## src/design/fps_pkg.sv

```systemverilog
// Shared types, constants and helpers for the flight phase sequencer.
// No dependencies; used by fps_cfg, fps_seq and flight_phase_sequencer_core.
`timescale 1ns / 1ps

package fps_pkg;

    // Field widths
    localparam int ALT_W   = 18;
    localparam int VEL_W   = 17;
    localparam int THR_W   = 14;
    localparam int PCT_W   = 7;
    localparam int REL_W   = 14;
    localparam int SPD_W   = 10;
    localparam int PHASE_W = 3;
    localparam int PEAK_W  = 17;
    localparam int CFG_IDX_W  = 2;
    localparam int CFG_DATA_W = 14;
    localparam int IN_TDATA_W  = 40;
    localparam int OUT_TDATA_W = 16;

    // Input saturation limits
    localparam logic signed [ALT_W-1:0] ALT_MIN = -18'sd20000;
    localparam logic signed [ALT_W-1:0] ALT_MAX = 18'sd100000;
    localparam logic signed [VEL_W-1:0] VEL_MIN = -17'sd50000;
    localparam logic signed [VEL_W-1:0] VEL_MAX = 17'sd50000;

    // Register limits and reset values
    localparam logic [THR_W-1:0] THR_MAX   = 14'd10000;
    localparam logic [PCT_W-1:0] PCT_MAX   = 7'd100;
    localparam logic [REL_W-1:0] REL_MAX   = 14'd10000;
    localparam logic [SPD_W-1:0] SPD_MAX   = 10'd1000;
    localparam logic [THR_W-1:0] THR_RESET = 14'd50;
    localparam logic [PCT_W-1:0] PCT_RESET = 7'd80;
    localparam logic [REL_W-1:0] REL_RESET = 14'd20;
    localparam logic [SPD_W-1:0] SPD_RESET = 10'd5;

    // Register indexes
    localparam logic [CFG_IDX_W-1:0] REG_ASCENT_THRESHOLD = 2'd0;
    localparam logic [CFG_IDX_W-1:0] REG_DESCENT_PERCENT  = 2'd1;
    localparam logic [CFG_IDX_W-1:0] REG_RELEASE_ALTITUDE = 2'd2;
    localparam logic [CFG_IDX_W-1:0] REG_LANDED_SPEED     = 2'd3;

    // Phase codes as seen on the result bus
    localparam logic [PHASE_W-1:0] PHASE_CODE_PRELAUNCH = 3'd0;
    localparam logic [PHASE_W-1:0] PHASE_CODE_PAD       = 3'd1;
    localparam logic [PHASE_W-1:0] PHASE_CODE_ASCENT    = 3'd2;
    localparam logic [PHASE_W-1:0] PHASE_CODE_APOGEE    = 3'd3;
    localparam logic [PHASE_W-1:0] PHASE_CODE_DESCENT   = 3'd4;
    localparam logic [PHASE_W-1:0] PHASE_CODE_PROBE     = 3'd5;
    localparam logic [PHASE_W-1:0] PHASE_CODE_PAYLOAD   = 3'd6;
    localparam logic [PHASE_W-1:0] PHASE_CODE_LANDED    = 3'd7;

    typedef enum logic [7:0] {
        PH_PRELAUNCH = 8'b0000_0001,
        PH_PAD       = 8'b0000_0010,
        PH_ASCENT    = 8'b0000_0100,
        PH_APOGEE    = 8'b0000_1000,
        PH_DESCENT   = 8'b0001_0000,
        PH_PROBE     = 8'b0010_0000,
        PH_PAYLOAD   = 8'b0100_0000,
        PH_LANDED    = 8'b1000_0000
    } phase_t;

    typedef struct packed {
        logic [THR_W-1:0] ascent_threshold;
        logic [PCT_W-1:0] descent_percent;
        logic [REL_W-1:0] release_altitude;
        logic [SPD_W-1:0] landed_speed;
    } cfg_t;

    typedef struct packed {
        logic signed [ALT_W-1:0] altitude;
        logic signed [VEL_W-1:0] vertical_speed;
        logic                    link_up;
        logic                    clock_set;
    } item_t;

    typedef struct packed {
        logic [PHASE_W-1:0] phase;
        logic               zero_request;
        logic               servo_reset;
        logic               cam_one_start;
        logic               cam_two_start;
        logic               cam_one_stop;
        logic               cam_two_stop;
    } result_t;

    function automatic logic [PHASE_W-1:0] phase_code(input phase_t p);
        case (p)
            PH_PRELAUNCH: phase_code = PHASE_CODE_PRELAUNCH;
            PH_PAD:       phase_code = PHASE_CODE_PAD;
            PH_ASCENT:    phase_code = PHASE_CODE_ASCENT;
            PH_APOGEE:    phase_code = PHASE_CODE_APOGEE;
            PH_DESCENT:   phase_code = PHASE_CODE_DESCENT;
            PH_PROBE:     phase_code = PHASE_CODE_PROBE;
            PH_PAYLOAD:   phase_code = PHASE_CODE_PAYLOAD;
            PH_LANDED:    phase_code = PHASE_CODE_LANDED;
            default:      phase_code = PHASE_CODE_PRELAUNCH;
        endcase
    endfunction

endpackage

```

## src/design/fps_cfg.sv

```systemverilog
// Configuration register file for the flight phase sequencer.
// Depends on fps_pkg for widths, limits, reset values and register indexes.
`timescale 1ns / 1ps

module fps_cfg (
    input  logic                            clk,
    input  logic                            rst_n,
    input  logic                            wr_en,
    input  logic [fps_pkg::CFG_IDX_W-1:0]   index,
    input  logic [fps_pkg::CFG_DATA_W-1:0]  wdata,
    output fps_pkg::cfg_t                   cfg
);

    logic [fps_pkg::THR_W-1:0] thr_reg, thr_next;
    logic [fps_pkg::PCT_W-1:0] pct_reg, pct_next;
    logic [fps_pkg::REL_W-1:0] rel_reg, rel_next;
    logic [fps_pkg::SPD_W-1:0] spd_reg, spd_next;

    logic [fps_pkg::THR_W-1:0] thr_raw;
    logic [fps_pkg::PCT_W-1:0] pct_raw;
    logic [fps_pkg::REL_W-1:0] rel_raw;
    logic [fps_pkg::SPD_W-1:0] spd_raw;

    // Truncate to register width, then clamp to the register maximum
    assign thr_raw = wdata[fps_pkg::THR_W-1:0];
    assign pct_raw = wdata[fps_pkg::PCT_W-1:0];
    assign rel_raw = wdata[fps_pkg::REL_W-1:0];
    assign spd_raw = wdata[fps_pkg::SPD_W-1:0];

    always_comb
    begin
        thr_next = thr_reg;
        pct_next = pct_reg;
        rel_next = rel_reg;
        spd_next = spd_reg;
        if (wr_en)
        begin
            case (index)
                fps_pkg::REG_ASCENT_THRESHOLD:
                    thr_next = (thr_raw > fps_pkg::THR_MAX) ? fps_pkg::THR_MAX : thr_raw;
                fps_pkg::REG_DESCENT_PERCENT:
                    pct_next = (pct_raw > fps_pkg::PCT_MAX) ? fps_pkg::PCT_MAX : pct_raw;
                fps_pkg::REG_RELEASE_ALTITUDE:
                    rel_next = (rel_raw > fps_pkg::REL_MAX) ? fps_pkg::REL_MAX : rel_raw;
                fps_pkg::REG_LANDED_SPEED:
                    spd_next = (spd_raw > fps_pkg::SPD_MAX) ? fps_pkg::SPD_MAX : spd_raw;
                default:
                begin
                end
            endcase
        end
    end

    always_ff @(posedge clk or negedge rst_n)
    begin
        if (!rst_n)
        begin
            thr_reg <= fps_pkg::THR_RESET;
            pct_reg <= fps_pkg::PCT_RESET;
            rel_reg <= fps_pkg::REL_RESET;
            spd_reg <= fps_pkg::SPD_RESET;
        end
        else
        begin
            thr_reg <= thr_next;
            pct_reg <= pct_next;
            rel_reg <= rel_next;
            spd_reg <= spd_next;
        end
    end

    assign cfg.ascent_threshold = thr_reg;
    assign cfg.descent_percent  = pct_reg;
    assign cfg.release_altitude = rel_reg;
    assign cfg.landed_speed     = spd_reg;

endmodule

```

## src/design/fps_seq.sv

```systemverilog
// Flight phase state machine, peak/pad tracking and camera latches.
// Depends on fps_pkg for the item, result, config and phase types.
`timescale 1ns / 1ps

module fps_seq (
    input  logic             clk,
    input  logic             rst_n,
    input  logic             step_en,
    input  fps_pkg::cfg_t    cfg,
    input  fps_pkg::item_t   item,
    output fps_pkg::result_t result
);

    fps_pkg::phase_t phase_reg, phase_next;
    logic [fps_pkg::PEAK_W-1:0]       peak_reg, peak_next;
    logic signed [fps_pkg::ALT_W-1:0] pad_alt_reg, pad_alt_next;
    logic pad_ready_reg, pad_ready_next;
    logic apogee_seen_reg, apogee_seen_next;
    logic cam_one_running_reg, cam_one_running_next;
    logic cam_two_running_reg, cam_two_running_next;

    logic signed [fps_pkg::ALT_W-1:0] alt;
    logic signed [fps_pkg::VEL_W-1:0] vel;
    logic signed [fps_pkg::VEL_W-1:0] vel_neg;
    logic [15:0]                      speed_mag;
    logic signed [fps_pkg::ALT_W:0]   ascent_level;
    logic signed [24:0]               alt_x100;
    logic [23:0]                      pct_peak;
    logic hit_ascent;
    logic hit_descent;
    logic hit_release;
    logic hit_landed;
    logic above_peak;

    // Saturate the inputs
    always_comb
    begin
        if (item.altitude < fps_pkg::ALT_MIN)
            alt = fps_pkg::ALT_MIN;
        else if (item.altitude > fps_pkg::ALT_MAX)
            alt = fps_pkg::ALT_MAX;
        else
            alt = item.altitude;

        if (item.vertical_speed < fps_pkg::VEL_MIN)
            vel = fps_pkg::VEL_MIN;
        else if (item.vertical_speed > fps_pkg::VEL_MAX)
            vel = fps_pkg::VEL_MAX;
        else
            vel = item.vertical_speed;
    end

    assign vel_neg   = -vel;
    assign speed_mag = vel[fps_pkg::VEL_W-1] ? vel_neg[15:0] : vel[15:0];

    assign ascent_level = {pad_alt_reg[fps_pkg::ALT_W-1], pad_alt_reg}
                        + $signed({5'b0, cfg.ascent_threshold});
    assign hit_ascent   = $signed({alt[fps_pkg::ALT_W-1], alt}) >= ascent_level;

    // Percent compare by cross-multiplication: alt * 100 <= pct * peak
    assign alt_x100    = $signed({{7{alt[fps_pkg::ALT_W-1]}}, alt}) * 25'sd100;
    assign pct_peak    = {17'b0, cfg.descent_percent} * {7'b0, peak_reg};
    assign hit_descent = alt_x100 <= $signed({1'b0, pct_peak});

    assign hit_release = $signed({alt[fps_pkg::ALT_W-1], alt})
                         <= $signed({5'b0, cfg.release_altitude});
    assign hit_landed  = speed_mag < {6'b0, cfg.landed_speed};
    assign above_peak  = alt > $signed({1'b0, peak_reg});

    always_comb
    begin
        phase_next           = phase_reg;
        peak_next            = peak_reg;
        pad_alt_next         = pad_alt_reg;
        pad_ready_next       = pad_ready_reg;
        apogee_seen_next     = apogee_seen_reg;
        cam_one_running_next = cam_one_running_reg;
        cam_two_running_next = cam_two_running_reg;
        result               = '0;

        case (phase_reg)
            fps_pkg::PH_PRELAUNCH:
            begin
                if (item.link_up && item.clock_set)
                begin
                    phase_next     = fps_pkg::PH_PAD;
                    pad_ready_next = 1'b0;
                end
            end
            fps_pkg::PH_PAD:
            begin
                if (!pad_ready_reg)
                begin
                    result.zero_request  = 1'b1;
                    result.servo_reset   = 1'b1;
                    cam_one_running_next = 1'b0;
                    cam_two_running_next = 1'b0;
                    pad_alt_next         = alt;
                    pad_ready_next       = 1'b1;
                end
                else if (hit_ascent)
                begin
                    phase_next = fps_pkg::PH_ASCENT;
                end
            end
            fps_pkg::PH_ASCENT:
            begin
                if (above_peak)
                    peak_next = alt[fps_pkg::PEAK_W-1:0];
                if (vel[fps_pkg::VEL_W-1] && !apogee_seen_reg)
                begin
                    phase_next       = fps_pkg::PH_APOGEE;
                    apogee_seen_next = 1'b1;
                end
            end
            fps_pkg::PH_APOGEE:
            begin
                if (!cam_one_running_reg)
                begin
                    result.cam_one_start = 1'b1;
                    cam_one_running_next = 1'b1;
                end
                phase_next = fps_pkg::PH_DESCENT;
            end
            fps_pkg::PH_DESCENT:
            begin
                if (hit_descent)
                    phase_next = fps_pkg::PH_PROBE;
            end
            fps_pkg::PH_PROBE:
            begin
                if (hit_release)
                    phase_next = fps_pkg::PH_PAYLOAD;
            end
            fps_pkg::PH_PAYLOAD:
            begin
                if (hit_landed)
                    phase_next = fps_pkg::PH_LANDED;
                if (!cam_two_running_reg)
                begin
                    result.cam_two_start = 1'b1;
                    cam_two_running_next = 1'b1;
                end
            end
            fps_pkg::PH_LANDED:
            begin
                if (cam_one_running_reg)
                begin
                    result.cam_one_stop  = 1'b1;
                    cam_one_running_next = 1'b0;
                end
                if (cam_two_running_reg)
                begin
                    result.cam_two_stop  = 1'b1;
                    cam_two_running_next = 1'b0;
                end
            end
            default:
            begin
                phase_next = fps_pkg::PH_PRELAUNCH;
            end
        endcase

        result.phase = fps_pkg::phase_code(phase_next);
    end

    always_ff @(posedge clk or negedge rst_n)
    begin
        if (!rst_n)
        begin
            phase_reg           <= fps_pkg::PH_PRELAUNCH;
            peak_reg            <= '0;
            pad_alt_reg         <= '0;
            pad_ready_reg       <= 1'b0;
            apogee_seen_reg     <= 1'b0;
            cam_one_running_reg <= 1'b0;
            cam_two_running_reg <= 1'b0;
        end
        else if (step_en)
        begin
            phase_reg           <= phase_next;
            peak_reg            <= peak_next;
            pad_alt_reg         <= pad_alt_next;
            pad_ready_reg       <= pad_ready_next;
            apogee_seen_reg     <= apogee_seen_next;
            cam_one_running_reg <= cam_one_running_next;
            cam_two_running_reg <= cam_two_running_next;
        end
    end

    // Landed is terminal until reset
    a_landed_terminal: assert property (@(posedge clk) disable iff (!rst_n)
        phase_reg == fps_pkg::PH_LANDED |=> phase_reg == fps_pkg::PH_LANDED)
        else $error("left landed phase");

    // Peak altitude never drops
    a_peak_monotonic: assert property (@(posedge clk) disable iff (!rst_n)
        1'b1 |=> peak_reg >= $past(peak_reg))
        else $error("peak altitude decreased");

    // Zero request only on the first pad tick
    a_zero_first_pad: assert property (@(posedge clk) disable iff (!rst_n)
        result.zero_request |-> (phase_reg == fps_pkg::PH_PAD) && !pad_ready_reg)
        else $error("zero request outside first pad tick");

    // A landed tick leaves both cameras stopped
    a_landed_cams_off: assert property (@(posedge clk) disable iff (!rst_n)
        step_en && (phase_reg == fps_pkg::PH_LANDED)
        |=> !cam_one_running_reg && !cam_two_running_reg)
        else $error("camera still running after landed tick");

    // Apogee entry sets the latch
    a_apogee_latch: assert property (@(posedge clk) disable iff (!rst_n)
        $rose(phase_reg == fps_pkg::PH_APOGEE) |-> apogee_seen_reg)
        else $error("apogee entered without latch");

endmodule

```

## src/design/flight_phase_sequencer_core.sv

```systemverilog
// Top level of the flight phase sequencer: stream ports, input and result registers.
// Depends on fps_pkg, fps_cfg and fps_seq.
`timescale 1ns / 1ps

// Channel   | Direction | Handshake                 | Payload
// ----------+-----------+---------------------------+---------------------------------
// s_axis    | in        | s_axis_tvalid/tready      | s_axis_tdata[39:0], one sensor tick
// m_axis    | out       | m_axis_tvalid/tready      | m_axis_tdata[15:0], one result
// cfg       | in        | cfg_wr_en (no wait)       | cfg_index[1:0], cfg_wdata[13:0]
//
// Every tick yields exactly one result. A tick is held in the input
// register, is stepped through the phase logic and lands in the result
// register; one transaction per cycle is sustained while m_axis is ready.
// Reset (rst_n low, asynchronous) empties both registers, returns the phase to
// prelaunch and restores register defaults. A stall on m_axis holds the
// result and the pending tick; s_axis_tready drops only when both are full.

module flight_phase_sequencer_core (
    input  logic                               clk,
    input  logic                               rst_n,

    // altitude[17:0], vertical_speed[34:18], link_up[35], clock_set[36], zero[39:37]
    input  logic [fps_pkg::IN_TDATA_W-1:0]     s_axis_tdata,
    input  logic                               s_axis_tvalid,
    output logic                               s_axis_tready,

    // phase[2:0], zero_request[3], servo_reset[4], cam_one_start[5],
    // cam_two_start[6], cam_one_stop[7], cam_two_stop[8], zero[15:9]
    output logic [fps_pkg::OUT_TDATA_W-1:0]    m_axis_tdata,
    output logic                               m_axis_tvalid,
    input  logic                               m_axis_tready,

    input  logic                               cfg_wr_en,
    input  logic [fps_pkg::CFG_IDX_W-1:0]      cfg_index,
    input  logic [fps_pkg::CFG_DATA_W-1:0]     cfg_wdata
);

    fps_pkg::cfg_t    cfg;
    fps_pkg::item_t   in_item_reg, in_item_next;
    logic             in_valid_reg, in_valid_next;
    fps_pkg::result_t out_reg, out_next;
    logic             out_valid_reg, out_valid_next;
    fps_pkg::result_t step_result;

    logic in_accept;
    logic out_accept;
    logic advance;

    fps_cfg u_cfg (
        .clk   (clk),
        .rst_n (rst_n),
        .wr_en (cfg_wr_en),
        .index (cfg_index),
        .wdata (cfg_wdata),
        .cfg   (cfg)
    );

    fps_seq u_seq (
        .clk     (clk),
        .rst_n   (rst_n),
        .step_en (advance),
        .cfg     (cfg),
        .item    (in_item_reg),
        .result  (step_result)
    );

    // Advance the held tick whenever the result register is free or draining
    assign advance       = in_valid_reg && (!out_valid_reg || m_axis_tready);
    assign s_axis_tready = !in_valid_reg || advance;
    assign in_accept     = s_axis_tvalid && s_axis_tready;
    assign out_accept    = m_axis_tvalid && m_axis_tready;

    // Unpack the incoming transaction
    always_comb
    begin
        in_item_next = in_item_reg;
        if (in_accept)
        begin
            in_item_next.altitude       = $signed(s_axis_tdata[17:0]);
            in_item_next.vertical_speed = $signed(s_axis_tdata[34:18]);
            in_item_next.link_up        = s_axis_tdata[35];
            in_item_next.clock_set      = s_axis_tdata[36];
        end
    end

    always_comb
    begin
        if (in_accept)
            in_valid_next = 1'b1;
        else if (advance)
            in_valid_next = 1'b0;
        else
            in_valid_next = in_valid_reg;

        if (advance)
        begin
            out_valid_next = 1'b1;
            out_next       = step_result;
        end
        else
        begin
            out_valid_next = out_accept ? 1'b0 : out_valid_reg;
            out_next       = out_reg;
        end
    end

    always_ff @(posedge clk or negedge rst_n)
    begin
        if (!rst_n)
        begin
            in_valid_reg  <= 1'b0;
            out_valid_reg <= 1'b0;
        end
        else
        begin
            in_valid_reg  <= in_valid_next;
            out_valid_reg <= out_valid_next;
        end
    end

    // Payload registers carry no reset
    always_ff @(posedge clk)
    begin
        in_item_reg <= in_item_next;
        out_reg     <= out_next;
    end

    assign m_axis_tvalid = out_valid_reg;
    assign m_axis_tdata  = {7'b0,
                            out_reg.cam_two_stop,
                            out_reg.cam_one_stop,
                            out_reg.cam_two_start,
                            out_reg.cam_one_start,
                            out_reg.servo_reset,
                            out_reg.zero_request,
                            out_reg.phase};

    // A held tick must move on once the result side is free
    a_no_stuck_tick: assert property (@(posedge clk) disable iff (!rst_n)
        in_valid_reg && !out_valid_reg |=> out_valid_reg)
        else $error("held tick did not advance");

    // A stalled result is not overwritten
    a_result_hold: assert property (@(posedge clk) disable iff (!rst_n)
        out_valid_reg && !m_axis_tready |=> out_valid_reg && $stable(out_reg))
        else $error("stalled result changed");

    // Input side stalls only when both stages are full
    a_ready_when_room: assert property (@(posedge clk) disable iff (!rst_n)
        !s_axis_tready |-> in_valid_reg && out_valid_reg && !m_axis_tready)
        else $error("input stalled with room available");

endmodule
```

## config.mk

```make
export PLATFORM = sky130hd
export DESIGN_NAME = flight_phase_sequencer_core
export DESIGN_NICKNAME = d
export VERILOG_FILES = /design/src/design/fps_pkg.sv /design/src/design/fps_cfg.sv /design/src/design/fps_seq.sv /design/src/design/flight_phase_sequencer_core.sv
export SDC_FILE = /design/constraint.sdc
export NUM_CORES = 1
export LEC_CHECK = 0
export CORE_AREA = 2 2 191 193
export CTS_CLUSTER_SIZE = 8
export DETAILED_ROUTE_END_ITERATION = 7
export DIE_AREA = 0 0 193 195
export DONT_BUFFER_PORTS = 1
export PLACE_DENSITY = 0.65
export SLEW_MARGIN = 20
export SYNTH_ARGS = -nofsm -noshare
export SYNTH_HDL_FRONTEND = slang
export SYNTH_SLANG_ARGS = --single-unit
export TNS_END_PERCENT = 30
```

## constraint.sdc

```tcl
create_clock -name clk -period 13.36 [get_ports clk]
set_clock_uncertainty 0.15 [all_clocks]
set_input_delay 0.668 -clock clk [delete_from_list [all_inputs] [get_ports clk]]
set_output_delay 0.668 -clock clk [all_outputs]
set_load 0.005 [all_outputs]
```

==> metrics.yaml <==
status:
  status: "finished, violations left"
  violations: "hold timing"
logic_synthesis:
  yosys_warnings: 0
  yosys.area.top_type: "ha_1"
  synth_flop_cell: "dfrtp_1"
  synth-simple-area-share: 0.190
  ys_top_cells_by_area: "ha_1 15%, dfrtp_1 15%, fa_1 13%"
  synth_area_per_cell_um2: 9.05
  synth_compound_area_frac: 0.146
  synth-edff-count: 45
  ys_ff_latch: 139
  async_flop_share: 0.676
  yosysMostFrequentCell: "nand2_1"
  synthAdderAreaFrac: 0.285
  synth_top_family_by_area: "adder cells"
  synth_cell_types: 81
  muxShareOfSynthArea: 0.0211
  synth_top_area_frac: 0.154
  syn_area_um2: 14100
  synth_cells: 1558
  synth_xor_area_frac: 0.0335
  seq_area_frac_synth: 0.263
  synth_common_cells: "181 x nand2_1, 174 x ha_1, 171 x inv_1"
placed_design:
  hpwl_um: 26500
  dp_cells: 1981
  placed_cell_area_um2: 14500
  port_buffers: 0
  place.gp.congestion: 0.889
timing:
  rsz0062_at_grt: "no"
  fmax_mhz: 116
  period_share: 0.647
  slew_violations: 0
  setup_viol: 0
  worst_pin_slew_ps: 1120
  period_minus_slack_ps: 8640
  finalHoldWorstSlack_ps: -1.80
  setup_tns_ps: 0
  slew_headroom: 0.248
  finalHoldViolCount: 2
drt:
  detail_route.iter0.violations: 599
  routed_wirelength_um: 33600
  dr_total_vias: 11013
  drc: 0
  viasPerCell: 5.47
  wire_per_inst_um: 16.7
  firstDrtPassIters: 7
  drtAntennaViolNets: 0
clock_network:
  clockBufferDepth: 2
  clkSinkCount: 139
  cts-root-buf: "clkbuf_16"
  h-tree-depth: 4
  cts_resized: 0
  postCtsSetupBuffers: 0
  tritoncts: "built"
  cts_hold_buffers: 1
  cts_buffers: 17
  cts.clk_slew.worst_paths_ps: 60
  insertion_delay_ps: 430
power_and_ir_drop:
  finalPower_mw: 4.36
  seqPwrFrac: 0.152
  combPwrFrac: 0.744
  p_per_area_nw_per_um2: 289
  pwr-share-clk: 0.104
  power_switching_mw: 2.10
  switching_share: 0.482
  intPower_mw: 2.26
  ir_drop_uv: 191
  p_leak_nw: 7.03
setup_path:
  reg2reg_from: "in_item_reg[36]"
  r2r.worst_path.cells: 28
  cp.arrival_ps: 8650
  worstSetupEndpointType: "flip-flop"
  regToRegEndpoint: "m_axis_tdata[0]"
  critical_path_class: "reg2reg"
  setup.worst_path.start: "in_item_reg[36]"
  crit_slowest_cell: "a21oi_1"
  slowest_delay_ps: 880
  crit_path_start_kind: "flip-flop"
  worst-path-max-fanout: 14
  required_ps: 13370
  reg2reg_setup_slack_ps: 4720
final_layout:
  layout.nets: 1866
  areaGrowthSynthToFinish_pct: 7.04
  fin_cells: 2015
  largest_reg_flops: 37
  finalInstanceArea_um2: 15100
  drive_gt1_frac: 0.0502
global_route:
  grt_util_all_layers: 0.187
  grt_max_degree: 95
  grt_pass1_wl_um: 56000
  gr-total-overflow: 0
  grt_pass1_vias: 10835
  antenna_found_initial: 0
floorplan:
  start_util: 0.398
  dieArea_um2: 37600
  fp.dieH_um: 195
  coreArea_um2: 35400
  dieWidth_um: 193
  pin_count: 79
  row_count: 69
worst_hold_path:
  hold_path_class: "in2async"
job:
  max-cap-violations: 0
[final cells by class]
| type | count | area, um^2 |
|---|---|---|
| clock inverters | 13 | 115 |
| fillers | 3402 | 20300 |
| inverters | 172 | 646 |
| clock buffers | 19 | 443 |
| well taps | 461 | 577 |
| repair buffers | 3 | 42.5 |
| flip-flops and latches | 139 | 3720 |
| multi-input cells | 1207 | 9560 |
| diodes | 1 | 2.50 |
[worst max-delay path by stage]
stage / cells past startpoint / to
global placement: 28 / m_axis_tdata[1]
floorplan: 28 / m_axis_tdata[1]
detailed placement: 28 / m_axis_tdata[0]
global route: 28 / m_axis_tdata[0]
finish: 28 / m_axis_tdata[0]
CTS: 28 / m_axis_tdata[0]
[cell families (layout without fill, tap and decap cells)]
group,Yosys count,after routing
AND/OR/NAND/NOR,533,533
AO/OA/AOI/OAI,318,318
adder cells (fa/ha/maj),267,267
buffers and inverters,218,207
flip-flops,139,139
XOR/XNOR,54,54
multiplexers,28,28
other,1,8
[placed cells by master, fill, tap and decap left out, types with 9 or more instances in the layout]
cell and n:
a211oi_1 14, a21o_1 33, a21oi_1 68, and2_1 77, and3_1 9, clkbuf_16 17, dfrtp_1 84, dfstp_2 10
edfxtp_1 45, fa_1 91, ha_1 174, inv_1 171, mux2_2 14, mux2i_1 14, nand2_1 181, nand2b_1 22
nand3_1 31, nand3b_1 12, nand4_1 18, nor2_1 85, nor2b_1 12, nor3_1 28, nor4_1 12, o21ai_0 103
o31ai_1 12, or3_1 11, xnor2_1 30, xor2_1 24
[worst max-delay path, delay by kind of cell, from the launching register on]
family | cells | cell delay, ps
buf+inv | 2 | 500
xor+xnor | 1 | 150
fa+ha+maj | 5 | 1810
compound gates | 10 | 3010
simple gates | 10 | 2370
flops | 1 | 350
[per-stage QoR]
stage | util | hold slack, ps | setup WS [ps]
after floorplan | - | 222 | 5990
after global placement | 0.410 | 229 | 4900
after detailed placement | 0.410 | 231 | 4770
after CTS | 0.426 | 13.3 | 4720
after global routing | 0.426 | 31.2 | 4040
final | 0.427 | -1.80 | 4720
[power groups by stage]
stage               sequential (mW)  clock [mW]  combinational (mW)
finish                        0.664       0.453                3.24
global route                  0.679       0.480                3.80
CTS                           0.662       0.462                3.27
detailed placement            0.670           0                3.22
global placement              0.666           0                3.16
floorplan                     0.589           0                2.66
[routing by layer]
layer,routed length [um],track usage,vias to the layer above
met4,621,0.0539,0
met1,15500,0.262,5293
met5,0,0,-
met2,15600,0.297,293
li1,-,-,5381
met3,1850,0.0313,46
No activity file was read; power rests on OpenSTA's default activity.
